File: config.mk
export PLATFORM = sky130hd
export DESIGN_NAME = char_lcd_bus_sequencer
export DESIGN_NICKNAME = d
export VERILOG_FILES = /design/src/sv/clbs_pkg.sv /design/src/sv/clbs_fifo.sv /design/src/sv/clbs_front.sv /design/src/sv/clbs_back.sv /design/src/sv/char_lcd_bus_sequencer.sv
export SDC_FILE = /design/constraint.sdc
export NUM_CORES = 1
export LEC_CHECK = 0
export BUFFER_PORTS_ARGS = -buffer_cell sky130_fd_sc_hd__buf_2
export CAP_MARGIN = 30
export CELL_PAD_IN_SITES_DETAIL_PLACEMENT = 1
export CELL_PAD_IN_SITES_GLOBAL_PLACEMENT = 2
export CORE_MARGIN = 3
export CORE_UTILIZATION = 48
export CTS_BUF_LIST = sky130_fd_sc_hd__clkbuf_2
export DETAILED_ROUTE_END_ITERATION = 6
export GPL_TIMING_DRIVEN = 0
export PLACE_DENSITY = 0.92
export RECOVER_POWER = 100
export SYNTH_ARGS = -nofsm -noshare
export SYNTH_HDL_FRONTEND = slang
export SYNTH_SLANG_ARGS = --single-unit
File: constraint.sdc
create_clock -name clk -period 10.2 [get_ports clk]
set_input_delay 2.55 -clock clk [delete_from_list [all_inputs] [get_ports clk]]
set_output_delay 2.55 -clock clk [all_outputs]
set_load 0.1 [all_outputs]
File: src/sv/clbs_pkg.sv
// ----------------------------------------------------------------------------
// clbs_pkg
// Shared types and constants of the character LCD bus sequencer.
// ----------------------------------------------------------------------------
package clbs_pkg;

  // Request codes on the cmd field
  typedef enum logic [1:0] {
    CMD_INIT   = 2'd0,
    CMD_INSTR  = 2'd1,
    CMD_DATA   = 2'd2,
    CMD_SAMPLE = 2'd3
  } cmd_t;

  // Configuration register indexes
  localparam logic [1:0] CFG_FOUR_BIT  = 2'd0;
  localparam logic [1:0] CFG_EN_WIDTH  = 2'd1;
  localparam logic [1:0] CFG_CYC_PER_US = 2'd2;

  localparam logic [7:0] CFG_EN_WIDTH_RST  = 8'd4;
  localparam logic [6:0] CFG_CYC_PER_US_RST = 7'd16;

  // Job kinds handed from the front end to the phase sequencer
  typedef enum logic [1:0] {
    JOB_REJECT = 2'd0,
    JOB_INIT   = 2'd1,
    JOB_POLL   = 2'd2,
    JOB_SAMPLE = 2'd3
  } job_kind_t;

  typedef struct packed {
    job_kind_t  kind;
    logic       four;   // bus mode for this job
    logic       busy;   // busy flag seen on a sample
    logic [7:0] wbyte;  // byte to write after a clear sample
    logic       rs;     // register select for that write
  } job_t;

  typedef struct packed {
    logic        four_bit_mode;
    logic [7:0]  enable_width;
    logic [6:0]  cycles_per_us;
  } cfg_t;

  localparam int HOLD_W = 20;
  localparam logic [HOLD_W-1:0] HOLD_MAX = 20'hFFFFF;

  typedef struct packed {
    logic              reg_select;
    logic              read_not_write;
    logic              enable;
    logic              bus_drive;
    logic [7:0]        bus_out;
    logic [HOLD_W-1:0] hold_cycles;
    logic              sample_now;
    logic              rejected;
    logic              last;
  } phase_t;

  // Function set values
  localparam logic [7:0] FSET_8BIT = 8'h30;
  localparam logic [7:0] FSET_4BIT = 8'h20;
  localparam logic [7:0] TWO_LINES = 8'h08;

  // Init waits in microseconds
  localparam int US_W = 14;
  localparam logic [US_W-1:0] US_POWER_UP = 14'd15000;
  localparam logic [US_W-1:0] US_FSET_1ST = 14'd5000;
  localparam logic [US_W-1:0] US_FSET     = 14'd150;

  localparam int BUSY_BIT = 7;

  // Default queue depths
  localparam int JOB_DEPTH_DEF = 2;
  localparam int RES_DEPTH_DEF = 4;

endpackage

File: src/sv/clbs_fifo.sv
// ----------------------------------------------------------------------------
// clbs_fifo
// Small show-ahead FIFO; the head entry is visible while empty is low.
// ----------------------------------------------------------------------------
module clbs_fifo #(
  parameter int DEPTH = 2,
  parameter int WIDTH = 8
) (
  input  logic             clk,
  input  logic             rst,
  input  logic             wr,
  input  logic [WIDTH-1:0] din,
  output logic             full,
  input  logic             rd,
  output logic [WIDTH-1:0] dout,
  output logic             empty
);

  localparam int PTR_W = (DEPTH > 1) ? $clog2(DEPTH) : 1;
  localparam int CNT_W = $clog2(DEPTH + 1);
  localparam logic [PTR_W-1:0] PTR_LAST = PTR_W'(DEPTH - 1);
  localparam logic [CNT_W-1:0] CNT_FULL = CNT_W'(DEPTH);

  logic [WIDTH-1:0] mem [DEPTH];
  logic [PTR_W-1:0] wr_ptr;
  logic [PTR_W-1:0] rd_ptr;
  logic [CNT_W-1:0] count;
  logic             do_wr;
  logic             do_rd;

  assign full  = (count == CNT_FULL);
  assign empty = (count == '0);
  assign do_wr = wr && !full;
  assign do_rd = rd && !empty;
  assign dout  = mem[rd_ptr];

  always_ff @(posedge clk) begin
    if (do_wr) begin
      mem[wr_ptr] <= din;
    end
  end

  always_ff @(posedge clk) begin
    if (rst) begin
      wr_ptr <= '0;
      rd_ptr <= '0;
      count  <= '0;
    end else begin
      if (do_wr) begin
        wr_ptr <= (wr_ptr == PTR_LAST) ? '0 : wr_ptr + 1'b1;
      end
      if (do_rd) begin
        rd_ptr <= (rd_ptr == PTR_LAST) ? '0 : rd_ptr + 1'b1;
      end
      if (do_wr && !do_rd) begin
        count <= count + 1'b1;
      end else if (do_rd && !do_wr) begin
        count <= count - 1'b1;
      end
    end
  end

endmodule

File: src/sv/clbs_front.sv
// ----------------------------------------------------------------------------
// clbs_front
// Request front end: classifies each request and tracks the pending write.
// ----------------------------------------------------------------------------
module clbs_front
  import clbs_pkg::*;
(
  input  logic       clk,
  input  logic       rst,
  input  logic       accept,
  input  logic [1:0] cmd,
  input  logic [7:0] value,
  input  logic [7:0] bus_in,
  input  logic       four_bit_mode,
  output logic       job_push,
  output job_t       job
);

  logic       await_sample;
  logic [7:0] pending_byte;
  logic       pending_rs;
  cmd_t       code;

  assign code = cmd_t'(cmd);

  always_comb begin
    job       = '0;
    job.four  = four_bit_mode;
    job.busy  = bus_in[BUSY_BIT];
    job.wbyte = pending_byte;
    job.rs    = pending_rs;
    job_push  = accept;
    if (code == CMD_SAMPLE) begin
      job.kind = JOB_SAMPLE;
      // drop a sample nobody asked for
      job_push = accept && await_sample;
    end else if (await_sample) begin
      job.kind = JOB_REJECT;
    end else if (code == CMD_INIT) begin
      job.kind = JOB_INIT;
    end else begin
      job.kind = JOB_POLL;
    end
  end

  always_ff @(posedge clk) begin
    if (rst) begin
      await_sample <= 1'b0;
      pending_byte <= '0;
      pending_rs   <= 1'b0;
    end else if (job_push) begin
      unique case (job.kind)
        JOB_SAMPLE: begin
          if (!job.busy) begin
            await_sample <= 1'b0;
          end
        end
        JOB_INIT: begin
          await_sample <= 1'b1;
          pending_byte <= (four_bit_mode ? FSET_4BIT : FSET_8BIT) | TWO_LINES;
          pending_rs   <= 1'b0;
        end
        JOB_POLL: begin
          await_sample <= 1'b1;
          pending_byte <= value;
          pending_rs   <= (code == CMD_DATA);
        end
        JOB_REJECT: begin
        end
        default: begin
        end
      endcase
    end
  end

endmodule

File: src/sv/clbs_back.sv
// ----------------------------------------------------------------------------
// clbs_back
// Phase sequencer: walks the head job one pin phase per cycle unless res_full.
// ----------------------------------------------------------------------------
module clbs_back
  import clbs_pkg::*;
(
  input  logic   clk,
  input  logic   rst,
  input  cfg_t   cfg,
  input  logic   job_valid,
  input  job_t   job,
  output logic   job_pop,
  input  logic   res_full,
  output logic   res_push,
  output phase_t phase
);

  logic [4:0]        step;
  logic [4:0]        base;
  logic [2:0]        rel;
  logic [7:0]        tcyc;
  logic [HOLD_W-1:0] thold;
  logic              use_us;
  logic [US_W-1:0]   us_sel;
  logic [20:0]       prod;
  phase_t            ph;

  assign tcyc  = (cfg.enable_width == '0) ? 8'd1 : cfg.enable_width;
  assign thold = HOLD_W'(tcyc);
  assign prod  = 21'(us_sel) * 21'(cfg.cycles_per_us);

  always_comb begin
    ph     = '0;
    use_us = 1'b0;
    us_sel = US_FSET;
    base   = '0;
    rel    = '0;
    unique case (job.kind)
      JOB_REJECT: begin
        ph.rejected = 1'b1;
        ph.last     = 1'b1;
      end
      JOB_POLL: begin
        ph.read_not_write = 1'b1;
        ph.hold_cycles    = thold;
        ph.enable         = step[0];
        ph.sample_now     = step[0];
        ph.last           = step[0];
      end
      JOB_INIT: begin
        base = job.four ? 5'd13 : 5'd10;
        if (step >= base) begin
          // busy poll ahead of the final function set
          ph.read_not_write = 1'b1;
          ph.hold_cycles    = thold;
          ph.enable         = (step != base);
          ph.sample_now     = (step != base);
          ph.last           = (step != base);
        end else if (step == '0) begin
          ph.bus_drive = 1'b1;
          use_us       = 1'b1;
          us_sel       = US_POWER_UP;
        end else begin
          ph.bus_drive   = 1'b1;
          ph.bus_out     = (step >= 5'd10) ? FSET_4BIT : FSET_8BIT;
          ph.hold_cycles = thold;
          unique case (step)
            5'd2, 5'd5, 5'd8, 5'd11: ph.enable = 1'b1;
            5'd3, 5'd6, 5'd9, 5'd12: begin
              use_us = 1'b1;
              us_sel = (step == 5'd3) ? US_FSET_1ST : US_FSET;
            end
            default: begin
            end
          endcase
        end
      end
      JOB_SAMPLE: begin
        base = job.four ? 5'd3 : 5'd1;
        rel  = 3'(step - base);
        ph.hold_cycles = thold;
        if (step < base) begin
          ph.read_not_write = 1'b1;
          ph.enable         = step[0];
        end else if (job.busy) begin
          ph.read_not_write = 1'b1;
          ph.enable         = 1'b1;
          ph.sample_now     = 1'b1;
          ph.last           = 1'b1;
        end else begin
          ph.reg_select = job.rs;
          ph.bus_drive  = 1'b1;
          if (job.four) begin
            ph.bus_out = (rel < 3'd2) ? {job.wbyte[7:4], 4'b0000}
                                      : {job.wbyte[3:0], 4'b0000};
            ph.enable  = (rel == 3'd1) || (rel == 3'd3);
            ph.last    = (rel == 3'd4);
          end else begin
            ph.bus_out = job.wbyte;
            ph.enable  = (rel == 3'd1);
            ph.last    = (rel == 3'd2);
          end
        end
      end
      default: begin
      end
    endcase
    if (use_us) begin
      ph.hold_cycles = prod[20] ? HOLD_MAX : prod[HOLD_W-1:0];
    end
  end

  assign phase    = ph;
  assign res_push = job_valid && !res_full;
  assign job_pop  = res_push && ph.last;

  always_ff @(posedge clk) begin
    if (rst) begin
      step <= '0;
    end else if (res_push) begin
      step <= ph.last ? '0 : step + 1'b1;
    end
  end

endmodule

File: src/sv/char_lcd_bus_sequencer.sv
// ----------------------------------------------------------------------------
// char_lcd_bus_sequencer
// Character LCD bus sequencer, 8-bit or 4-bit bus, with busy-flag handshake.
// ----------------------------------------------------------------------------
// Each request becomes a run of pin phases (RS, RW, E, drive, bus value and
// hold cycles), delivered one item per phase on the result queue, with last
// set on the final phase of the run. Every instruction, data or closing init
// function-set write is preceded by a busy-flag read whose final phase
// carries sample_now; feed the bus value seen during that phase back as a
// busy sample request. Until it arrives, other requests come back as a
// single item with rejected set. A request is taken whenever the job queue
// has room (full low); the phase sequencer then emits one phase per cycle
// while the result queue has room, and a request expands to 1 phase
// (reject), 2 (write request), 2 to 8 (sample) or 12 or 15 (init). The job
// queue lets requests keep arriving while a run is expanded, and the result
// queue lets the sequencer run ahead of pop. Configuration writes are always
// taken (cfg_ready high); write them only while the block is idle. Init waits
// are microseconds times cycles_per_us, saturating at the 20-bit hold limit.
// ----------------------------------------------------------------------------
module char_lcd_bus_sequencer
  import clbs_pkg::*;
#(
  parameter int JOB_DEPTH = JOB_DEPTH_DEF,
  parameter int RES_DEPTH = RES_DEPTH_DEF
) (
  input  logic        clk,
  input  logic        rst,
  // request side
  input  logic        push,
  output logic        full,
  input  logic [1:0]  cmd,
  input  logic [7:0]  value,
  input  logic [7:0]  bus_in,
  // configuration side
  input  logic        cfg_valid,
  output logic        cfg_ready,
  input  logic [1:0]  cfg_index,
  input  logic [7:0]  cfg_data,
  // result side
  output logic        empty,
  input  logic        pop,
  output logic        reg_select,
  output logic        read_not_write,
  output logic        enable,
  output logic        bus_drive,
  output logic [7:0]  bus_out,
  output logic [19:0] hold_cycles,
  output logic        sample_now,
  output logic        rejected,
  output logic        last
);

  cfg_t   cfg;
  logic   accept;
  logic   job_push;
  job_t   job_in;
  job_t   job_head;
  logic   job_empty;
  logic   job_pop;
  logic   res_full;
  logic   res_push;
  phase_t phase_in;
  phase_t phase_head;

  // Configuration registers; always ready.
  assign cfg_ready = 1'b1;

  always_ff @(posedge clk) begin
    if (rst) begin
      cfg.four_bit_mode <= 1'b0;
      cfg.enable_width  <= CFG_EN_WIDTH_RST;
      cfg.cycles_per_us <= CFG_CYC_PER_US_RST;
    end else if (cfg_valid && cfg_ready) begin
      unique case (cfg_index)
        CFG_FOUR_BIT:   cfg.four_bit_mode <= cfg_data[0];
        CFG_EN_WIDTH:   cfg.enable_width  <= cfg_data;
        CFG_CYC_PER_US: cfg.cycles_per_us <= cfg_data[6:0];
        default: begin
          // drop writes beyond the register list
        end
      endcase
    end
  end

  // Take a request whenever the job queue has room.
  assign accept = push && !full;

  clbs_front u_front (
    .clk           (clk),
    .rst           (rst),
    .accept        (accept),
    .cmd           (cmd),
    .value         (value),
    .bus_in        (bus_in),
    .four_bit_mode (cfg.four_bit_mode),
    .job_push      (job_push),
    .job           (job_in)
  );

  // Hold classified jobs between the front end and the sequencer.
  clbs_fifo #(
    .DEPTH (JOB_DEPTH),
    .WIDTH ($bits(job_t))
  ) u_job_q (
    .clk   (clk),
    .rst   (rst),
    .wr    (job_push),
    .din   (job_in),
    .full  (full),
    .rd    (job_pop),
    .dout  (job_head),
    .empty (job_empty)
  );

  clbs_back u_back (
    .clk       (clk),
    .rst       (rst),
    .cfg       (cfg),
    .job_valid (!job_empty),
    .job       (job_head),
    .job_pop   (job_pop),
    .res_full  (res_full),
    .res_push  (res_push),
    .phase     (phase_in)
  );

  // Result queue decouples the sequencer from the consumer.
  clbs_fifo #(
    .DEPTH (RES_DEPTH),
    .WIDTH ($bits(phase_t))
  ) u_res_q (
    .clk   (clk),
    .rst   (rst),
    .wr    (res_push),
    .din   (phase_in),
    .full  (res_full),
    .rd    (pop),
    .dout  (phase_head),
    .empty (empty)
  );

  assign reg_select     = phase_head.reg_select;
  assign read_not_write = phase_head.read_not_write;
  assign enable         = phase_head.enable;
  assign bus_drive      = phase_head.bus_drive;
  assign bus_out        = phase_head.bus_out;
  assign hold_cycles    = phase_head.hold_cycles;
  assign sample_now     = phase_head.sample_now;
  assign rejected       = phase_head.rejected;
  assign last           = phase_head.last;

endmodule

==> metrics.txt, run 1 <==
Via-to-Cell Ratio=5.34; global placer's final weighted congestion=0.792; initial antenna violation count=1; most common flop cell mapped by yosys=edfxtp_1; Placed Instance Area=12000 um^2; number of fillers in the final layout=2464; number of synthesized flops with an enable pin=166; clock root cell=clkbuf_2; final setup fails=0; Iter 0 DRT Violations=343; commonest non-fill, non-tap cells in the layout=edfxtp_1 (166), inv_1 (80), clkbuf_2 (74), ha_1 (74), nor2_1 (73); Hold WC Path Type=reg2reg; PD cells=261 nW/um^2; share of cells above drive strength 1=0.161; number of global-route vias before repair=7685; Hold Crit Start=u_front.pending_byte[0]$_SDFFE_PP0P_; Reg2Reg Setup Slack=1960 ps; area occupied by multi-input gates=4830 um^2; Synth-to-Final Area Change=9.44%; Final Hold Fails=0; sequential cell area=5890 um^2; Reg2Reg Depth=24; post_cts resized=0; Slew headroom=-0.761; die height=159 um; FF-to-FF End=u_res_q.mem[0][7]$_DFFE_PP_; # clock sinks=211; cell area after synthesis=11300 um^2; crit end category=flop; Antenna Nets Post-Route=0; Pre-Repair DR Iteration Count=4; hold_ws=491 ps; Worst-path clk slew=100 ps; H-tree Lvls=2; Max VDD drop=0.163 mV; Mapped Nets=994; Leakage Power=5.00 nW; io pins=71; CP Class=reg2reg; via count=7029; Tot Pwr=3.21 mW; Initial Util=0.493; Max Cap Viol=4; average wire per standard cell=18.8 um; Seq cells post-synth=211; global route overflow=0; commonest non-fill, non-tap cell in the layout=edfxtp_1; clk_lat worst skew=790 ps; Worst Path Required=10680 ps; CTS tree=yes; Gate Count Post-Synth=852; maximum root-to-sink buffer count=3; number of warnings issued by yosys=0; Mean Syn Cell Area=13.2 um^2; Final Slew Violations=144; hold buffer count at cts=0; Post-synth ARST share=0; min Tclk post-route=8240 ps; WP data arrival=8710 ps; Setup Skew=45.2 ps; Worst-Margin Slew=2640 ps; Final Core Density=0.539; setup_tns=0 ps; Final nets=1113; failing checks=capacitance limit, slew limit; Synth cell types=67; Seq/Total Area, Yosys=0.523; post-CTS setup buffer count=0; first-pass GRT wire length=40800 um; CP startpoint kind=flop; Post-Route WL=24700 um; largest net degree at the start of global routing=36; period utilization=0.807; Max Fclk=0.121 GHz; detailed-placement wirelength estimate=18100 um; CP Max Fanout=10; hold worst-path end=u_job_q.mem[1][1]$_DFFE_PP_; status=finished, violations left; WHS Path Cells=0; port bufs=62; Die X=159 um; Tot GR Track Use=0.199; RSZ-0062 raised after global routing=false; TritonCTS Buffers=51; Core Footprint=22800 um^2; Die ar.=25300 um^2; Std-Cell Rows=55; residual DRC count=0; Post-Layout Inst Area=12300 um^2
[Yosys cell counts, types with 6 or more instances]
cell type | instances | area (um^2)
a21o_1 | 7 | 52.6
a21oi_1 | 52 | 260
a31oi_1 | 10 | 62.6
and2_1 | 24 | 150
buf_2 | 6 | 30.0
clkbuf_1 | 16 | 60.1
dfxtp_1 | 45 | 901
edfxtp_1 | 166 | 4980
fa_1 | 35 | 701
ha_1 | 74 | 926
inv_1 | 80 | 300
mux2i_1 | 28 | 280
mux4_2 | 40 | 901
nand2_1 | 36 | 135
nand2b_1 | 9 | 56.3
nor2_1 | 73 | 274
nor2b_1 | 10 | 62.6
nor3_1 | 11 | 55.1
o21ai_0 | 12 | 60.1
or2_2 | 6 | 37.5
xnor2_1 | 12 | 105
xor2_1 | 13 | 114
[area by class of cell]
cell class              count  share of cell area
flip-flops and latches    211               0.478
multi-input cells         529               0.392
well taps                 313              0.0318
clock buffers              73              0.0297
inverters                  80              0.0244
repair buffers             66              0.0225
plain buffers              32              0.0151
clock inverters            12             0.00640
diodes                      1            0.000203
[layer usage]
layer | vias up | global-route usage | share of wire
li1 | 3369 | - | -
met1 | 3482 | 0.283 | 0.48
met2 | 154 | 0.322 | 0.47
met3 | 24 | 0.0367 | 0.044
met4 | 0 | 0.0446 | 0.012
met5 | - | 0 | 0
[per-stage QoR]
| step | setup WS (ps) | cells |
|---|---|---|
| floorplan | 3850 | 852 |
| global placement | 3080 | 1227 |
| detailed placement | 2950 | 1229 |
| CTS | 2930 | 1314 |
| global route | 1300 | 1317 |
| finish | 1960 | 1317 |
[worst max path at each step]
| stage | to | slack [ps] | cells past startpoint |
|---|---|---|---|
| after floorplan | u_res_q.mem[0][4]$_DFFE_PP_ | 3850 | 26 |
| after global placement | u_res_q.mem[0][7]$_DFFE_PP_ | 3080 | 26 |
| after detailed placement | u_res_q.mem[1][7]$_DFFE_PP_ | 2950 | 24 |
| after CTS | u_res_q.mem[3][7]$_DFFE_PP_ | 2930 | 24 |
| after global routing | u_res_q.mem[3][7]$_DFFE_PP_ | 1300 | 24 |
| final | u_res_q.mem[0][7]$_DFFE_PP_ | 1960 | 24 |
[sequential cells by signal (all words and copies together), names as in the netlist, named ones only]
name,flops
u_front.pending_byte,8
u_job_q.mem,26
u_job_q.count,2
u_front.await_sample,1
u_res_q.count,3
cfg,16
u_job_q.wr_ptr,1
u_back.step,5
u_front.pending_rs,1
u_res_q.mem,140
u_res_q.wr_ptr,2
u_res_q.rd_ptr,2
u_job_q.rd_ptr,1
[worst max-delay path: stages, from the launching register on]
cell and delay, ps:
dfxtp_1 360, clkbuf_1 370, mux2i_1 780, inv_1 260
ha_1 260, o21bai_1 150, a31oi_1 350, nor3b_1 800
and3_1 250, clkbuf_1 290, nand2_1 190, inv_1 120
fa_1 410, fa_1 500, inv_1 60, fa_1 530
inv_1 40, ha_1 290, ha_1 410, nand2_1 110
or4_1 470, a21o_1 190, a221oi_4 350, buf_6 190
a31oi_1 180
[cells by family after synthesis]
group / after synthesis / share of synthesized area
AOI/OAI and AO/OA: 128 / 0.0752
xor gates and xnor gates: 25 / 0.0195
adders and majority gates: 109 / 0.145
buffers and inverters: 112 / 0.0440
DFF: 211 / 0.523
muxes: 69 / 0.107
other: 1 / 0.000333
and+or+nand+nor: 197 / 0.0865
[power by group]
group	leakage [nW]	internal (mW)	total (mW)	switching [mW]
Sequential	1.91	1.14	1.20	0.0644
Clock	0.342	0.216	0.539	0.322
Combinational	2.75	0.349	1.47	1.12
Total	5.00	1.71	3.21	1.50
(Power assumes the default switching activity.)
==> run 2, diff against run 1 <==
--- a/config.mk
+++ b/config.mk
@@ -10,11 +10,11 @@
 export CELL_PAD_IN_SITES_DETAIL_PLACEMENT = 1
 export CELL_PAD_IN_SITES_GLOBAL_PLACEMENT = 2
 export CORE_MARGIN = 3
-export CORE_UTILIZATION = 48
+export CORE_UTILIZATION = 45
 export CTS_BUF_LIST = sky130_fd_sc_hd__clkbuf_2
 export DETAILED_ROUTE_END_ITERATION = 6
 export GPL_TIMING_DRIVEN = 0
-export PLACE_DENSITY = 0.92
+export PLACE_DENSITY = 0.87
 export RECOVER_POWER = 100
 export SYNTH_ARGS = -nofsm -noshare
 export SYNTH_HDL_FRONTEND = slang
==> constraint.sdc (replaced) <==
create_clock -name clk -period 7.9 [get_ports clk]
set_input_delay 1.975 -clock clk [delete_from_list [all_inputs] [get_ports clk]]
set_output_delay 1.975 -clock clk [all_outputs]
set_load 0.1 [all_outputs]
==> run 2 against run 1 <==
  * Register-to-register slack got worse by 1500 ps
  * Global-route usage decreased by 0.95 points
  * Critical endpoint is now u_res_q.mem[2][8]$_DFFE_PP_
  * Via count down 0.71%
  * Cell area increased by 0.28%
  * Largest cell class unchanged
  * Worst setup slack lost 1500 ps
  * Sequential cell count stayed put
  * The run still ends with capacitance limit, slew limit left
==> metrics.txt, run 2 (synthesis gave the netlist of run 1 again) <==
status=finished, violations left; failing checks=capacitance limit, slew limit; die height=164 um (+3.2%); maximum root-to-sink buffer count=3 (unchanged); Top reg by flops=u_res_q.mem; CP peak stage delay=530 ps (-270 ps); Top Metal Used=met4; via count=6979 (-0.71%); Leakage Power=5.00 nW (about the same); Max Cap Viol=4 (unchanged); Initial Util=0.460 (-0.0325); global placer's final weighted congestion=0.830 (+4.9%); CP Class=reg2reg; Via-to-Cell Ratio=5.24 (-1.8%); TritonCTS Buffers=49 (-3.9%); Crit path top cell by count=inv_1; routed wl met2=11100 um (-3.7%); initial antenna violation count=1 (unchanged); Max Fclk=0.134 GHz (+11%); period utilization=0.942 (+0.135); setup_tns=0 ps (unchanged); slowest cell on the critical path=fa_1; io pins=71 (unchanged); global route overflow=0 (unchanged); Slew headroom=-0.743 (+0.0179); Final Hold Fails=0 (unchanged); commonest non-fill, non-tap cell in the layout=edfxtp_1; crit end category=flop; Final nets=1110 (-0.27%); Max VDD drop=0.260 mV (+59%); residual DRC count=0 (unchanged); # clock sinks=211 (unchanged); Placement Setup Slack=589 ps (-2360 ps); largest net degree at the start of global routing=36 (unchanged); first-pass GRT wire length=39900 um (-2.3%); CTS tree=yes; average wire per standard cell=18.5 um (-1.3%); number of global-route vias before repair=7528 (-2.0%); RSZ-0062 raised after global routing=false; post-CTS setup buffer count=0 (unchanged); placed insts=1241 (+0.98%); clk_lat worst skew=810 ps (+20 ps); post_cts resized=0 (unchanged); Synth-to-Final Area Change=9.75%; metal1 wirelength=12200 um (+3.3%); CP top delay family=adder cells; Post-Route WL=24700 um (-0.19%); final setup fails=0 (unchanged); Worst Slack Setup Final=456 ps (-1510 ps); number of fillers in the final layout=2604 (+5.7%); Worst-Margin Slew=2620 ps (-25.3 ps); Setup Skew=54.2 ps (+9.03 ps); clock root cell=clkbuf_2; Tot GR Track Use=0.189 (-0.00947); Final Slew Violations=144 (unchanged); commonest non-fill, non-tap cells in the layout=edfxtp_1 (166), inv_1 (80), ha_1 (74); Worst-path clk slew=110 ps (about the same); Critical path buffers and inverters=9 (+2); Die X=164 um (+3.2%); share of cells above drive strength 1=0.163 (+0.00250); WP data arrival=7910 ps (-800 ps); DR WL met3=955 um (-13%); hold buffer count at cts=0 (unchanged); PD cells=333 nW/um^2 (+28%); Largest regs=u_res_q.mem x140, u_job_q.mem x26, cfg x16; CP startpoint kind=flop; max FFs per register=140 (unchanged); Iter 0 DRT Violations=283 (-17%); Worst Path Required=8360 ps (-2320 ps); Hold WC Path Type=reg2reg; Pre-Repair DR Iteration Count=4 (unchanged); hold_ws=476 ps (-15.0 ps); Std-Cell Rows=57 (+3.6%); min Tclk post-route=7440 ps (-791 ps); Core Footprint=24500 um^2 (+7.1%); detailed-placement wirelength estimate=18300 um (+0.60%); Antenna Nets Post-Route=0 (unchanged); Cell Count, Final, Fillers Out=1332 (+1.1%); CP Max Fanout=10 (unchanged); H-tree Lvls=2 (unchanged); Die ar.=26900 um^2 (+6.4%); port bufs=62 (unchanged)
[run 2: cell count changes in the layout (fill, tap and decap cells not counted), sizes merged]
cell and change:
clkbuf -4, clkinv +5, clkinvlp +1, inv +1, buf +1, bufinv -1
diode +1
[run 2: final timing paths]
check,start,end,slack [ps],cells after the start
hold reg to reg,u_front.pending_byte[4]$_SDFFE_PP0P_,u_job_q.mem[0][5]$_DFFE_PP_,480,0
hold / removal,u_front.pending_byte[4]$_SDFFE_PP0P_,u_job_q.mem[0][5]$_DFFE_PP_,480,0
setup / recovery,flop,u_res_q.mem[2][8]$_DFFE_PP_,460,26
setup reg to reg,flop,u_res_q.mem[2][8]$_DFFE_PP_,460,26
[run 2: through the flow]
stage | util | power (mW) | instance area, um^2
after floorplan | - | 3.13 | 11300
after global placement | 0.489 | 3.46 | 12000
after detailed placement | 0.490 | 3.51 | 12000
after CTS | 0.508 | 4.20 | 12400
after global routing | 0.505 | 4.37 | 12300
final | 0.505 | 4.12 | 12400
[run 2: power by group]
group          internal [mW]  switching (mW)  leakage [nW]
sequential              1.47          0.0826          1.91
combinational          0.455            1.44          2.76
clock                  0.245           0.426         0.330
[run 2: area by class of cell]
cell class | count | area [um^2] | area share
Antenna cell | 2 | 5.00 | 0.000405
Inverter | 80 | 300 | 0.0243
Tap cell | 324 | 405 | 0.0328
Clock inverter | 18 | 77.6 | 0.00628
Multi-Input combinational cell | 529 | 4860 | 0.393
Clock buffer | 71 | 355 | 0.0288
Buffer | 32 | 190 | 0.0154
Sequential cell | 211 | 5890 | 0.477
Timing Repair Buffer | 65 | 273 | 0.0221
[run 2: layer usage]
layer	vias to the layer above	global-route usage
met5	-	0
met4	0	0.0446
li1	3360	-
met3	39	0.0335
met1	3461	0.278
met2	119	0.296
==> run 3, diff against run 2 <==
==> constraint.sdc (replaced) <==
create_clock -name clk -period 7.9 [get_ports clk]
set_input_delay 0.395 -clock clk [delete_from_list [all_inputs] [get_ports clk]]
set_output_delay 0.395 -clock clk [all_outputs]
set_load 0.1 [all_outputs]
==> run 3 against run 2 <==
  * The run still ends with capacitance limit, slew limit left
  * Register-to-register slack got worse by 30 ps
  * Maximum frequency fell by 0.34%
  * Via count rose by 2.5%
  * Worst setup slack got worse by 26 ps
  * Hold slack got worse by 360 ps
  * Sequential cell count did not move
  * First-iteration DRC count rose by 4.2%
  * Clock-buffer cell count did not move
  * Critical path depth did not move
  * Largest power group unchanged
==> metrics.txt, run 3 (synthesis gave the netlist of run 1 again) <==
status=finished, violations left; failing checks=capacitance limit, slew limit; clock root cell=clkbuf_2; Antenna Nets Post-Route=0 (unchanged); area occupied by multi-input gates=4860 um^2 (unchanged); PD cells=328 nW/um^2 (-1.6%); Die ar.=26900 um^2 (unchanged); setup_tns=0 ps (unchanged); initial antenna violation count=1 (unchanged); Initial Util=0.460 (unchanged); post-CTS setup buffer count=0 (unchanged); Die X=164 um (unchanged); largest net degree at the start of global routing=36 (unchanged); maximum root-to-sink buffer count=3 (unchanged); Crit path top cell by count=inv_1; Final nets=1133 (+2.1%); average wire per standard cell=18.5 um (-0.29%); CP Max Fanout=10 (unchanged); io pins=71 (unchanged); number of fillers in the final layout=2598 (-0.23%); max FFs per register=140 (unchanged); clk_lat worst skew=800 ps (about the same); TritonCTS Buffers=49 (unchanged); Iter 0 DRT Violations=295 (+4.2%); CP startpoint kind=flop; Max VDD drop=0.260 mV (about the same); Hold WC Path Type=in2reg; Worst Slack Setup Final=430 ps (-25.7 ps); commonest non-fill, non-tap cells in the layout=edfxtp_1 (166), inv_1 (80), ha_1 (74); Critical path buffers and inverters=9 (unchanged); CP peak stage delay=530 ps (about the same); Max Cap Viol=4 (unchanged); hold_ws=120 ps (-356 ps); hold buffer count at cts=23 (+23); Reg2Reg Setup Slack=430 ps (-30 ps); Worst-path clk slew=100 ps (about the same); post_cts resized=0 (unchanged); Via-to-Cell Ratio=5.28 (+0.71%); Core Footprint=24500 um^2 (unchanged); Max Fclk=0.134 GHz (-0.34%); # clock sinks=211 (unchanged); via count=7150 (+2.5%); Largest regs=u_res_q.mem x140, u_job_q.mem x26, cfg x16; CP Class=reg2reg; Final Core Density=0.514 (+0.00951); Final Hold Fails=0 (unchanged); period utilization=0.946 (+0.00325); Slew headroom=-0.739 (+0.00412); Placement Setup Slack=589 ps (unchanged); Top reg by flops=u_res_q.mem; slowest cell on the critical path=fa_1; Synth-to-Final Area Change=11.8%; global placer's final weighted congestion=0.830 (unchanged); Worst-Margin Slew=2610 ps (-7.65 ps); Std-Cell Rows=57 (unchanged); number of global-route vias before repair=7645 (+1.6%); first-pass GRT wire length=40500 um (+1.5%); Final Slew Violations=144 (unchanged); Post-Route WL=25000 um (+1.4%); Pre-Repair DR Iteration Count=4 (unchanged); die height=164 um (unchanged); CTS tree=yes; Tot Pwr=4.13 mW (+0.27%); min Tclk post-route=7470 ps (+25.7 ps); Setup Skew=54.0 ps (-0.130 ps); Leakage Power=5.10 nW (+2.0%); global route overflow=0 (unchanged); port bufs=62 (unchanged); RSZ-0062 raised after global routing=false; CP top delay family=adder cells; WP data arrival=7920 ps (about the same); residual DRC count=0 (unchanged); Worst Path Required=8350 ps (about the same); final setup fails=0 (unchanged); commonest non-fill, non-tap cell in the layout=edfxtp_1; crit end category=flop; Tot GR Track Use=0.192 (+0.00300); sequential cell area=5890 um^2 (unchanged); H-tree Lvls=2 (unchanged); share of cells above drive strength 1=0.161 (-0.00170); detailed-placement wirelength estimate=18300 um (unchanged)
## run 3: cell types whose count changed in the layout (fill, tap and decap cells not counted)
cell,before,now
and2_0,6,7
and2_1,18,17
buf_2,25,27
clkbuf_1,62,60
dlygate4sd3_1,0,23
## run 3: final cells by class
cell class / instances / area share
Sequential cell: 211 / 0.468
Multi-Input combinational cell: 529 / 0.386
Timing Repair Buffer: 88 / 0.0402
Tap cell: 324 / 0.0322
Clock buffer: 71 / 0.0282
Inverter: 80 / 0.0239
Buffer: 32 / 0.0151
Clock inverter: 18 / 0.00616
Antenna cell: 2 / 0.000398
## run 3: worst paths after layout
| kind | depth (start not counted) | from | to |
|---|---|---|---|
| max | 26 | flop | u_res_q.mem[2][8]$_DFFE_PP_ |
| min | 4 | cfg_valid | cfg[15]$_SDFFE_PP0P_ |
| max reg2reg | 26 | flop | u_res_q.mem[2][8]$_DFFE_PP_ |
| min reg2reg | 0 | u_front.pending_byte[4]$_SDFFE_PP0P_ | u_job_q.mem[0][5]$_DFFE_PP_ |
## run 3: metal layers
metal	vias to the layer above	track usage	wire length (um)
met4	0	0.0446	389
met2	144	0.304	11400
li1	3416	-	-
met3	37	0.0330	1110
met5	-	0	0
met1	3553	0.280	12100
## run 3: report_power, final
part           internal, mW  switching (mW)
clock network         0.245           0.427
logic                 0.462            1.44
registers              1.47          0.0830
## run 3: worst min-delay path: stages
cell and delay, ps:
buf_2 110, nor3b_1 160, mux2i_1 120, nor2_1 70
## run 3: per-stage QoR
stage | area (um^2) | std cells
final | 12600 | 1355
after global routing | 12600 | 1354
after CTS | 12700 | 1353
after detailed placement | 12000 | 1241
after global placement | 12000 | 1238
after floorplan | 11300 | 852
